**src/rtl/tpms_pkg.sv**
```systemverilog
// shared constants, types and helpers for the thermal plant step unit
`default_nettype none
package tpms_pkg;

  // register indexes of the configuration channel, the last two are unused
  typedef enum logic [2:0] {
    REG_MODE, REG_COEF_A, REG_COEF_B, REG_COEF_C,
    REG_COEF_D, REG_INIT_TEMP, REG_SPARE_LO, REG_SPARE_HI
  } reg_idx_e;

  // angle format of the sine path: 30 fraction bits
  localparam int ANG_FRAC = 30;
  localparam int ANG_W    = 35;

  localparam logic [32:0] TWO_PI_A      = 33'd6746518852;
  localparam logic [31:0] PI_A          = 32'd3373259426;
  localparam logic [30:0] HALF_PI_A     = 31'd1686629713;
  localparam logic [29:0] CORDIC_GAIN_A = 30'd652032874;

  // clamp for the magnitude of each rounded product before it is accumulated
  localparam logic [60:0] SQ_LIMIT = 61'h1000_0000_0000_0000;

  // multiplier bits consumed, one per cycle
  localparam int MUL_STEPS = 32;

  localparam int ATAN_N = 24;
  localparam logic [29:0] ATAN_TAB [ATAN_N] = '{
    30'd843314857, 30'd497837829, 30'd263043837, 30'd133525159,
    30'd67021687,  30'd33543516,  30'd16775851,  30'd8388437,
    30'd4194283,   30'd2097149,   30'd1048576,   30'd524288,
    30'd262144,    30'd131072,    30'd65536,     30'd32768,
    30'd16384,     30'd8192,      30'd4096,      30'd2048,
    30'd1024,      30'd512,       30'd256,       30'd128
  };

  // magnitude of a two's complement word
  function automatic logic [31:0] abs32(input logic [31:0] v);
    return v[31] ? (32'd0 - v) : v;
  endfunction

endpackage
`default_nettype wire

```
**src/rtl/tpms_mul.sv**
```systemverilog
// bit-serial unsigned shift-and-add multiplier, one multiplier bit per cycle
`default_nettype none
module tpms_mul #(
  parameter int MW = 47
) (
  input  wire logic                clk_i,
  input  wire logic                rst_ni,
  input  wire logic                start_i,
  input  wire logic [31:0]         mplier_i,
  input  wire logic [MW-1:0]       mcand_i,
  output logic      [MW+31:0]      product_o,
  output logic                     done_o
);
  import tpms_pkg::*;

  logic [MW-1:0] mcand_q;
  logic [MW-1:0] acc_q;
  logic [31:0]   lo_q;
  logic [4:0]    cnt_q;
  logic          busy_q;
  logic          done_q;
  logic [MW:0]   sum;

  // partial product add for the current multiplier bit
  assign sum = {1'b0, acc_q} + (lo_q[0] ? {1'b0, mcand_q} : {(MW+1){1'b0}});

  // shift register datapath
  always_ff @(posedge clk_i or negedge rst_ni) begin
    if (!rst_ni) begin
      busy_q <= 1'b0;
      done_q <= 1'b0;
      cnt_q  <= '0;
    end else begin
      done_q <= busy_q && !start_i && (cnt_q == 5'(MUL_STEPS - 1));
      if (start_i) begin
        mcand_q <= mcand_i;
        acc_q   <= '0;
        lo_q    <= mplier_i;
        cnt_q   <= '0;
        busy_q  <= 1'b1;
      end else if (busy_q) begin
        acc_q <= sum[MW:1];
        lo_q  <= {sum[0], lo_q[31:1]};
        cnt_q <= cnt_q + 5'd1;
        if (cnt_q == 5'(MUL_STEPS - 1)) begin
          busy_q <= 1'b0;
        end
      end
    end
  end

  assign product_o = {acc_q, lo_q};
  assign done_o    = done_q;

endmodule
`default_nettype wire

```
**src/rtl/tpms_sine.sv**
```systemverilog
// sine of a fixed point heat sample: serial range reduction then cordic rotation
`default_nettype none
module tpms_sine #(
  parameter int FRAC_BITS    = 16,
  parameter int CORDIC_ITERS = 16
) (
  input  wire logic        clk_i,
  input  wire logic        rst_ni,
  input  wire logic        start_i,
  input  wire logic [31:0] heat_i,
  output logic      [31:0] sine_o,
  output logic             done_o
);
  import tpms_pkg::*;

  localparam int RMW       = 62 - FRAC_BITS;
  localparam int RED_STEPS = 30 - FRAC_BITS;
  localparam int KW        = $clog2(RED_STEPS);
  localparam int IW        = $clog2(CORDIC_ITERS);
  localparam int ASH       = ANG_FRAC - FRAC_BITS;
  localparam int AW        = ANG_W;

  localparam logic signed [AW-1:0] TWO_PI_S = AW'(TWO_PI_A);
  localparam logic signed [AW-1:0] PI_S     = AW'(PI_A);
  localparam logic signed [AW-1:0] HALF_S   = AW'(HALF_PI_A);
  localparam logic signed [AW-1:0] ONE_S    = AW'(1) << ANG_FRAC;

  typedef enum logic [2:0] {
    S_IDLE, S_RED, S_WRAP, S_CENTRE, S_FOLD, S_ROT, S_OUT
  } state_e;

  state_e                state_q;
  logic [RMW-1:0]        mag_q;
  logic [RMW-1:0]        div_q;
  logic                  neg_q;
  logic [KW-1:0]         kcnt_q;
  logic signed [AW-1:0]  z_q;
  logic signed [AW-1:0]  x_q;
  logic signed [AW-1:0]  y_q;
  logic [IW-1:0]         it_q;
  logic [31:0]           sine_q;
  logic                  done_q;

  logic [RMW:0]          diff;
  logic [32:0]           wrap_m;
  logic signed [AW-1:0]  xs;
  logic signed [AW-1:0]  ys;
  logic signed [AW-1:0]  at;
  logic signed [AW-1:0]  yc;

  // restoring reduction step, wrap of negative samples, cordic shifts and result clamp
  always_comb begin
    diff   = {1'b0, mag_q} - {1'b0, div_q};
    wrap_m = (neg_q && (mag_q[32:0] != 33'd0)) ? (TWO_PI_A - mag_q[32:0]) : mag_q[32:0];
    xs     = x_q >>> it_q;
    ys     = y_q >>> it_q;
    at     = AW'(ATAN_TAB[5'(it_q)]);
    if (y_q > ONE_S) begin
      yc = ONE_S;
    end else if (y_q < -ONE_S) begin
      yc = -ONE_S;
    end else begin
      yc = y_q;
    end
  end

  // sequencer
  always_ff @(posedge clk_i or negedge rst_ni) begin
    if (!rst_ni) begin
      state_q <= S_IDLE;
      done_q  <= 1'b0;
    end else begin
      done_q <= (state_q == S_OUT);
      unique case (state_q)
        S_IDLE: begin
          if (start_i) begin
            mag_q   <= RMW'(abs32(heat_i)) << ASH;
            div_q   <= RMW'(TWO_PI_A) << (RED_STEPS - 1);
            neg_q   <= heat_i[31];
            kcnt_q  <= KW'(RED_STEPS - 1);
            state_q <= S_RED;
          end
        end
        S_RED: begin
          if (!diff[RMW]) begin
            mag_q <= diff[RMW-1:0];
          end
          div_q  <= div_q >> 1;
          kcnt_q <= kcnt_q - KW'(1);
          if (kcnt_q == '0) begin
            state_q <= S_WRAP;
          end
        end
        S_WRAP: begin
          z_q     <= AW'(wrap_m);
          state_q <= S_CENTRE;
        end
        S_CENTRE: begin
          if (z_q > PI_S) begin
            z_q <= z_q - TWO_PI_S;
          end
          state_q <= S_FOLD;
        end
        S_FOLD: begin
          if (z_q > HALF_S) begin
            z_q <= PI_S - z_q;
          end else if (z_q < -HALF_S) begin
            z_q <= -PI_S - z_q;
          end
          x_q     <= AW'(CORDIC_GAIN_A);
          y_q     <= '0;
          it_q    <= '0;
          state_q <= S_ROT;
        end
        S_ROT: begin
          if (!z_q[AW-1]) begin
            x_q <= x_q - ys;
            y_q <= y_q + xs;
            z_q <= z_q - at;
          end else begin
            x_q <= x_q + ys;
            y_q <= y_q - xs;
            z_q <= z_q + at;
          end
          it_q <= it_q + IW'(1);
          if (it_q == IW'(CORDIC_ITERS - 1)) begin
            state_q <= S_OUT;
          end
        end
        S_OUT: begin
          sine_q  <= 32'(yc >>> ASH);
          state_q <= S_IDLE;
        end
        default: state_q <= S_IDLE;
      endcase
    end
  end

  assign sine_o = sine_q;
  assign done_o = done_q;

endmodule
`default_nettype wire

```
**src/rtl/thermal_plant_model_step_unit.sv**
```systemverilog
// thermal plant step unit: linear or nonlinear first-order temperature update
//
// input channel (in_valid_i / in_stall_o) carries heat_i and restart_i; a
// transfer happens when valid is high and stall is low. each input gives one
// result on the output channel (out_valid_o / out_stall_i) holding the
// temperature before and after the step and the saturation flag.
// configuration goes through cfg_valid_i / cfg_ready_o with a register index
// and data; ready is always high and writes belong to idle periods.
// all products run through one bit-serial multiplier: a load state, the
// multiplier bit steps and a finish, followed by a round state and, for all
// products but the squared temperature, an accumulate state. linear mode
// uses two products and nonlinear mode five; the load state of the sine
// product waits until the sine is ready. the sine unit (range reduction,
// CORDIC_ITERS rotations) runs alongside the first products. one item is in
// flight at a time; the next is taken while a finished result still waits.
// reset clears the temperature, the configuration registers and the output
// valid flag. a stalled receiver holds the result; the block then finishes
// its item and waits.
`default_nettype none
module thermal_plant_model_step_unit #(
  parameter int FRAC_BITS    = 16,
  parameter int CORDIC_ITERS = 16
) (
  input  wire logic        clk_i,
  input  wire logic        rst_ni,
  input  wire logic        in_valid_i,
  output logic             in_stall_o,
  input  wire logic [31:0] heat_i,
  input  wire logic        restart_i,
  output logic             out_valid_o,
  input  wire logic        out_stall_i,
  output logic [31:0]      temp_prev_o,
  output logic [31:0]      temp_next_o,
  output logic             saturated_o,
  input  wire logic        cfg_valid_i,
  output logic             cfg_ready_o,
  input  wire logic [2:0]  cfg_index_i,
  input  wire logic [31:0] cfg_data_i
);
  import tpms_pkg::*;

  localparam int Y2W = 63 - FRAC_BITS;
  localparam int PW  = Y2W + 32;
  localparam int TXW = PW + 1 - FRAC_BITS;
  localparam int CW  = (TXW > 61) ? TXW : 61;

  typedef enum logic [2:0] {
    S_IDLE, S_LOAD, S_MUL, S_POST, S_ACC, S_DONE
  } state_e;

  typedef enum logic [2:0] {
    OP_YY, OP_BY2, OP_AY, OP_CU, OP_DS, OP_BU
  } op_e;

  // configuration registers
  logic        mode_q;
  logic [31:0] a_q, b_q, c_q, d_q, init_q;

  state_e              state_q;
  op_e                 op_q;
  logic [31:0]         temp_q;
  logic [31:0]         heat_q;
  logic [Y2W-1:0]      y2_q;
  logic signed [63:0]  sum_q;
  logic [60:0]         tmag_q;
  logic                neg_q;
  logic                sub_q;
  logic                sin_ok_q;
  logic                out_valid_q;
  logic [31:0]         temp_prev_q;
  logic [31:0]         temp_next_q;
  logic                sat_q;

  logic                accept;
  logic                mul_start;
  logic                mul_done;
  logic [31:0]         mpl;
  logic [Y2W-1:0]      mcd;
  logic                neg_d;
  logic [PW-1:0]       prod;
  logic [PW:0]         madd;
  logic [CW-1:0]       tcl;
  logic [31:0]         sine;
  logic                sine_done;
  logic [63:0]         text;
  logic [31:0]         next_t;
  logic                sat_t;
  op_e                 op_nx;
  logic                op_last;

  assign accept      = in_valid_i && !in_stall_o;
  assign in_stall_o  = (state_q != S_IDLE);
  assign cfg_ready_o = 1'b1;
  assign mul_start   = (state_q == S_LOAD) && ((op_q != OP_DS) || sin_ok_q);

  // register writes
  always_ff @(posedge clk_i or negedge rst_ni) begin
    if (!rst_ni) begin
      mode_q <= 1'b0;
      a_q    <= '0;
      b_q    <= '0;
      c_q    <= '0;
      d_q    <= '0;
      init_q <= '0;
    end else if (cfg_valid_i && cfg_ready_o) begin
      unique case (cfg_index_i)
        REG_MODE:      mode_q <= cfg_data_i[0];
        REG_COEF_A:    a_q    <= cfg_data_i;
        REG_COEF_B:    b_q    <= cfg_data_i;
        REG_COEF_C:    c_q    <= cfg_data_i;
        REG_COEF_D:    d_q    <= cfg_data_i;
        REG_INIT_TEMP: init_q <= cfg_data_i;
        default: ;
      endcase
    end
  end

  // operand selection for the current product
  always_comb begin
    unique case (op_q)
      OP_YY: begin
        mpl = abs32(temp_q); mcd = Y2W'(abs32(temp_q)); neg_d = 1'b0;
      end
      OP_BY2: begin
        mpl = abs32(b_q); mcd = y2_q; neg_d = b_q[31];
      end
      OP_AY: begin
        mpl = abs32(a_q); mcd = Y2W'(abs32(temp_q)); neg_d = a_q[31] ^ temp_q[31];
      end
      OP_CU: begin
        mpl = abs32(c_q); mcd = Y2W'(abs32(heat_q)); neg_d = c_q[31] ^ heat_q[31];
      end
      OP_DS: begin
        mpl = abs32(d_q); mcd = Y2W'(abs32(sine)); neg_d = d_q[31] ^ sine[31];
      end
      OP_BU: begin
        mpl = abs32(b_q); mcd = Y2W'(abs32(heat_q)); neg_d = b_q[31] ^ heat_q[31];
      end
      default: begin
        mpl = '0; mcd = '0; neg_d = 1'b0;
      end
    endcase
  end

  // next product in the schedule
  always_comb begin
    op_last = 1'b0;
    unique case (op_q)
      OP_YY:   op_nx = OP_BY2;
      OP_BY2:  op_nx = OP_AY;
      OP_AY:   op_nx = mode_q ? OP_CU : OP_BU;
      OP_CU:   op_nx = OP_DS;
      OP_DS:   begin op_nx = OP_DS; op_last = 1'b1; end
      OP_BU:   begin op_nx = OP_BU; op_last = 1'b1; end
      default: op_nx = OP_AY;
    endcase
  end

  // floor rounding of the signed product and clamp of its magnitude
  always_comb begin
    madd = {1'b0, prod} + (neg_q ? {{(PW+1-FRAC_BITS){1'b0}}, {FRAC_BITS{1'b1}}}
                                 : {(PW+1){1'b0}});
    tcl  = CW'(madd[PW:FRAC_BITS]);
    if (tcl > CW'(SQ_LIMIT)) begin
      tcl = CW'(SQ_LIMIT);
    end
    text = {3'b000, tmag_q};
  end

  // saturation to the 32-bit range
  always_comb begin
    if (sum_q > 64'sd2147483647) begin
      next_t = 32'h7fff_ffff; sat_t = 1'b1;
    end else if (sum_q < -64'sd2147483648) begin
      next_t = 32'h8000_0000; sat_t = 1'b1;
    end else begin
      next_t = sum_q[31:0]; sat_t = 1'b0;
    end
  end

  tpms_mul #(
    .MW (Y2W)
  ) u_mul (
    .clk_i     (clk_i),
    .rst_ni    (rst_ni),
    .start_i   (mul_start),
    .mplier_i  (mpl),
    .mcand_i   (mcd),
    .product_o (prod),
    .done_o    (mul_done)
  );

  tpms_sine #(
    .FRAC_BITS    (FRAC_BITS),
    .CORDIC_ITERS (CORDIC_ITERS)
  ) u_sine (
    .clk_i   (clk_i),
    .rst_ni  (rst_ni),
    .start_i (accept && mode_q),
    .heat_i  (heat_i),
    .sine_o  (sine),
    .done_o  (sine_done)
  );

  // step sequencer and output register
  always_ff @(posedge clk_i or negedge rst_ni) begin
    if (!rst_ni) begin
      state_q     <= S_IDLE;
      op_q        <= OP_AY;
      temp_q      <= '0;
      sin_ok_q    <= 1'b0;
      out_valid_q <= 1'b0;
    end else begin
      if (out_valid_q && !out_stall_i && (state_q != S_DONE)) begin
        out_valid_q <= 1'b0;
      end
      if (sine_done && !accept) begin
        sin_ok_q <= 1'b1;
      end
      unique case (state_q)
        S_IDLE: begin
          if (accept) begin
            if (restart_i) begin
              temp_q <= init_q;
            end
            heat_q   <= heat_i;
            sum_q    <= '0;
            sin_ok_q <= 1'b0;
            op_q     <= mode_q ? OP_YY : OP_AY;
            state_q  <= S_LOAD;
          end
        end
        S_LOAD: begin
          if (mul_start) begin
            neg_q   <= neg_d;
            sub_q   <= (op_q == OP_BY2);
            state_q <= S_MUL;
          end
        end
        S_MUL: begin
          if (mul_done) begin
            state_q <= S_POST;
          end
        end
        S_POST: begin
          if (op_q == OP_YY) begin
            y2_q    <= prod[FRAC_BITS+Y2W-1:FRAC_BITS];
            op_q    <= op_nx;
            state_q <= S_LOAD;
          end else begin
            tmag_q  <= tcl[60:0];
            state_q <= S_ACC;
          end
        end
        S_ACC: begin
          sum_q <= (neg_q ^ sub_q) ? (sum_q - $signed(text)) : (sum_q + $signed(text));
          if (op_last) begin
            state_q <= S_DONE;
          end else begin
            op_q    <= op_nx;
            state_q <= S_LOAD;
          end
        end
        S_DONE: begin
          if (!out_valid_q || !out_stall_i) begin
            temp_prev_q <= temp_q;
            temp_next_q <= next_t;
            sat_q       <= sat_t;
            out_valid_q <= 1'b1;
            temp_q      <= next_t;
            state_q     <= S_IDLE;
          end
        end
        default: state_q <= S_IDLE;
      endcase
    end
  end

  assign out_valid_o = out_valid_q;
  assign temp_prev_o = temp_prev_q;
  assign temp_next_o = temp_next_q;
  assign saturated_o = sat_q;

  // multiplier completion only while the sequencer waits for it
  assert property (@(posedge clk_i) disable iff (!rst_ni)
    mul_done |-> (state_q == S_MUL))
    else $error("multiplier finished outside the wait state");

  // the sine product is never accumulated before the sine is ready
  assert property (@(posedge clk_i) disable iff (!rst_ni)
    (state_q == S_ACC && op_q == OP_DS) |-> sin_ok_q)
    else $error("sine term used before the sine unit finished");

  // a clipped result is one of the two range limits
  assert property (@(posedge clk_i) disable iff (!rst_ni)
    (out_valid_o && saturated_o) |->
      (temp_next_o == 32'h7fff_ffff || temp_next_o == 32'h8000_0000))
    else $error("saturation flag without a limit value");

  // a fresh result follows the finishing state
  assert property (@(posedge clk_i) disable iff (!rst_ni)
    (state_q == S_DONE && (!out_valid_q || !out_stall_i)) |=>
      (out_valid_o && state_q == S_IDLE && temp_q == temp_next_o))
    else $error("result not presented after the step finished");

endmodule
`default_nettype wire
```
**config.mk**
```make
export PLATFORM = sky130hd
export DESIGN_NAME = thermal_plant_model_step_unit
export DESIGN_NICKNAME = d
export VERILOG_FILES = /design/src/rtl/tpms_pkg.sv /design/src/rtl/tpms_mul.sv /design/src/rtl/tpms_sine.sv /design/src/rtl/thermal_plant_model_step_unit.sv
export SDC_FILE = /design/constraint.sdc
export NUM_CORES = 2
export LEC_CHECK = 0
export BUFFER_PORTS_ARGS = -buffer_cell sky130_fd_sc_hd__buf_4
export CAP_MARGIN = 20
export CORE_UTILIZATION = 58
export CTS_BUF_LIST = sky130_fd_sc_hd__clkbuf_8
export DETAILED_ROUTE_END_ITERATION = 10
export PLACE_DENSITY = 0.75
export SETUP_SLACK_MARGIN = 0.15
export SLEW_MARGIN = 10
export SYNTH_ARGS = -nofsm -noshare
export SYNTH_HDL_FRONTEND = slang
export SYNTH_SLANG_ARGS = --single-unit
```
**constraint.sdc**
```tcl
create_clock -name clk_i -period 7.32 [get_ports clk_i]
set_clock_uncertainty 0.15 [all_clocks]
set_input_delay 1.098 -clock clk_i [delete_from_list [all_inputs] [get_ports clk_i]]
set_output_delay 1.098 -clock clk_i [all_outputs]
set_load 0.02 [all_outputs]
```
==> flow_metrics.tcl <==
set metrics [dict create \
    grt.total_usage 0.332 \
    end_kind "flip-flop" \
    ys_seq_elements 836 \
    syn-num-nets 6956 \
    area_growth_pct 8.28 \
    core_area_um2 107000 \
    grt-ovfl-total 0 \
    synth_edf_count 624 \
    status "finished, final reports clean" \
    cp_data_arrival_time_ps 7150 \
    worstHoldPathType "in2reg" \
    place.detailed.hpwl_um 135000 \
    dieArea_um2 109000 \
    tightest_slew_ps 1180 \
    drive_gt1_frac 0.115 \
    hold_end "heat_q[27]" \
    worst-r2r-setup-slack_ps 580 \
    fillers 8764 \
    cts_buffers 147 \
    max_slew_margin 0.214 \
    drt_iter0_drc 5662 \
    syn-instance-count 6571 \
    drv_cap 0 \
    ys_types 101 \
    clkLatencyLatePin_ps 890 \
    antenna_found_initial 6 \
    rows 120 \
    place.gp.congestion 0.989 \
    p_per_area_nw_per_um2 432 \
    wl_per_cell_um 22.5 \
    via_per_inst 6.50 \
    synth.cell_area_um2 62700 \
    final_hold_viol_count 0 \
    reg2reg_depth 21 \
    cts_buffer_depth 3 \
    htree_levels 4 \
    ys.flop_type "edfxtp_1" \
    cts_num_sinks 836 \
    ant_nets 0 \
    num_vias 53000 \
    period_minus_slack_ps 6740 \
    ys_warn_count 0 \
    min_period_over_period 0.920 \
    drtPass1Iterations 6 \
    num-nets-final 7008 \
    fp.dieH_um 331 \
    min_from "heat_i[27]" \
    initial_core_util 0.585 \
    leakagePower_nw 26.9 \
    clock.fmax_mhz 148 \
    post-place-ws_ps 720 \
    grt_start_max_net_pins 91 \
    seq_area_frac_synth 0.384 \
    grt_pass1_vias 50100 \
    ys_async_sr_fraction 0.254 \
    die_w_um 331 \
    worstSetupPathType "reg2reg" \
    cts-root-buf "clkbuf_8" \
    synth.avg_cell_area_um2 9.54 \
    setup_ws_ps 583 \
    wirelength_um 183000 \
    multi_input_area_um2 36700 \
    setup_tns_ps 0 \
    tritoncts "yes" \
    hold_depth 1 \
    io_pins 141 \
    timing.rr.start "u_sine.it_q[0]" \
    critPathLaunchType "flip-flop" \
    seq_area_um2 24000 \
    grt_pass1_wl_um 284000 \
    dpl-instance-area_um2 64900 \
    worst_ir_drop_vdd_v 0.000291 \
    setup_viol 0 \
    fin_area_um2 67900 \
    slew_violations 0 \
    post_cts_resized 0 \
    cp_max_fo 58 \
    rsz0062_at_grt "no" \
    clk_pin_slew_ps 60 \
    fin_util 0.634 \
    io_buffers 139 \
    rr_endpoint "u_sine.y_q[31]" \
    drc 0 \
    required_ps 7730 \
]
state kept, by name, indices dropped and copies added (netlist names), 46 cells and up:
register       flops
sum_q             64
tmag_q            61
u_mul.acc_q       47
u_mul.mcand_q     47
u_sine.div_q      46
u_sine.mag_q      46
y2_q              47
logic make-up after synthesis:
family                     count (synthesis)  synth area share
AOI/OAI and AO/OA                       1719             0.175
xor gates and xnor gates                 709            0.0991
adders and majority gates                312            0.0630
buffers and inverters                    503            0.0320
DFF                                      836             0.384
muxes                                    398            0.0853
other                                      1         0.0000598
and+or+nand+nor                         2093             0.162
timing repair:
action / in CTS / in global routing
endpoints found under the hold margin: 22 / 0
hold buffers: 1 / 0
setup buffers: 0 / 0
synth_stat cells (all sizes together), types with 51 or more instances:
master,number,area share
edfxtp,624,0.30
nor2,606,0.036
nand2,553,0.033
a21oi,442,0.035
o21ai,432,0.035
xor2,361,0.050
xnor2,348,0.049
ha,306,0.061
clkbuf,243,0.015
dfrtp,211,0.084
mux2,193,0.035
inv,186,0.011
a21o,178,0.021
mux2i,124,0.020
nor3,124,0.010
nand3,123,0.0098
and2,115,0.012
o31ai,98,0.012
and3,92,0.0093
mux4,81,0.031
nand2b,75,0.0075
buf,69,0.0060
nor4,69,0.0074
o22ai,67,0.0067
or3,66,0.0066
nand4,64,0.0065
a31oi,57,0.0057
nor2b,55,0.0055
a211oi,51,0.0061
stage by stage:
| stage | std cells | power (mW) | hold slack [ps] |
|---|---|---|---|
| 2_1_floorplan | 6571 | 20.0 | 315 |
| 3_3_place_gp | 7873 | 24.1 | 326 |
| 3_5_place_dp | 7875 | 24.5 | 344 |
| 4_1_cts | 8142 | 29.0 | 245 |
| 5_1_grt | 8144 | 31.2 | 271 |
| 6_report | 8145 | 29.3 | 298 |
report_power, final:
group          leakage, nW  total [mW]  internal [mW]  switching, mW
sequential            8.35        8.49           6.85           1.64
clock                 1.64        4.41           2.27           2.13
combinational         16.9        16.4           6.49           9.96
final cells by class:
type                       instances  share of cell area
clock buffer                     154              0.0312
clock inverter                   112              0.0117
tap                             1403              0.0259
antenna                            2           0.0000738
inverter                         191              0.0106
multi-input combinational       5232               0.541
sequential                       836               0.354
timing repair buffer             215              0.0247
how the worst max path moves through the flow:
stage                                 end           start  slack (ps)
after global routing       u_sine.y_q[32]  u_sine.it_q[0]         170
after detailed placement   u_sine.y_q[32]  u_sine.it_q[0]         720
final                      u_sine.y_q[31]  u_sine.it_q[0]         580
after floorplan           u_sine.mag_q[0]      in_valid_i         840
after global placement     u_sine.y_q[32]  u_sine.it_q[0]         900
after CTS                  u_sine.y_q[32]  u_sine.it_q[0]         670
layout by cell type (no fill, tap or decap), types with 44 or more instances in the layout:
cell type / synthesis / final
xor2_1: 361 / 360
a211oi_1: 51 / 51
xnor2_1: 348 / 347
nand4_1: 63 / 63
nand2b_1: 75 / 75
a21oi_1: 441 / 439
o41ai_1: 50 / 49
nor3_1: 123 / 119
o21ai_0: 429 / 429
buf_4: 4 / 207
or3_1: 66 / 66
dfrtp_1: 211 / 210
and2_1: 114 / 110
clkbuf_8: 0 / 154
a31oi_1: 57 / 57
or4_1: 44 / 44
mux2_2: 192 / 192
edfxtp_1: 624 / 624
nand2_1: 552 / 549
inv_1: 184 / 220
o31ai_1: 98 / 98
nor4_1: 67 / 67
o22ai_1: 67 / 67
mux4_2: 57 / 57
nor2_1: 606 / 601
and3_1: 91 / 91
nor2b_1: 55 / 54
o21bai_1: 47 / 47
nand3_1: 123 / 123
mux2i_1: 121 / 121
a21o_1: 178 / 177
ha_1: 306 / 306
worst max-delay path, stage by stage, from the launching register on:
cell and delay (ps):
edfxtp_1 390, buf_12 350, buf_4 470, mux4_1 700, mux2_2 320, mux2i_2 270, o2111ai_1 300, nor3b_1 410
nand2_1 180, o21a_1 230, xnor2_1 130, ha_1 350, and3_1 220, a21boi_0 260, inv_1 60, o211ai_1 170
nand4_1 200, o21ai_0 410, nand4_1 240, a31oi_1 360, xnor2_1 170, nor2_1 60
per-layer routing:
metal / track usage / vias to the layer above / routed length (um)
met3: 0.0617 / 562 / 16200
li1: - / 24500 / -
met2: 0.529 / 2546 / 83900
met5: 0 / - / 59
met1: 0.432 / 25300 / 73700
met4: 0.170 / 8 / 9570
Note: power is estimated with default switching activity, not from simulation.
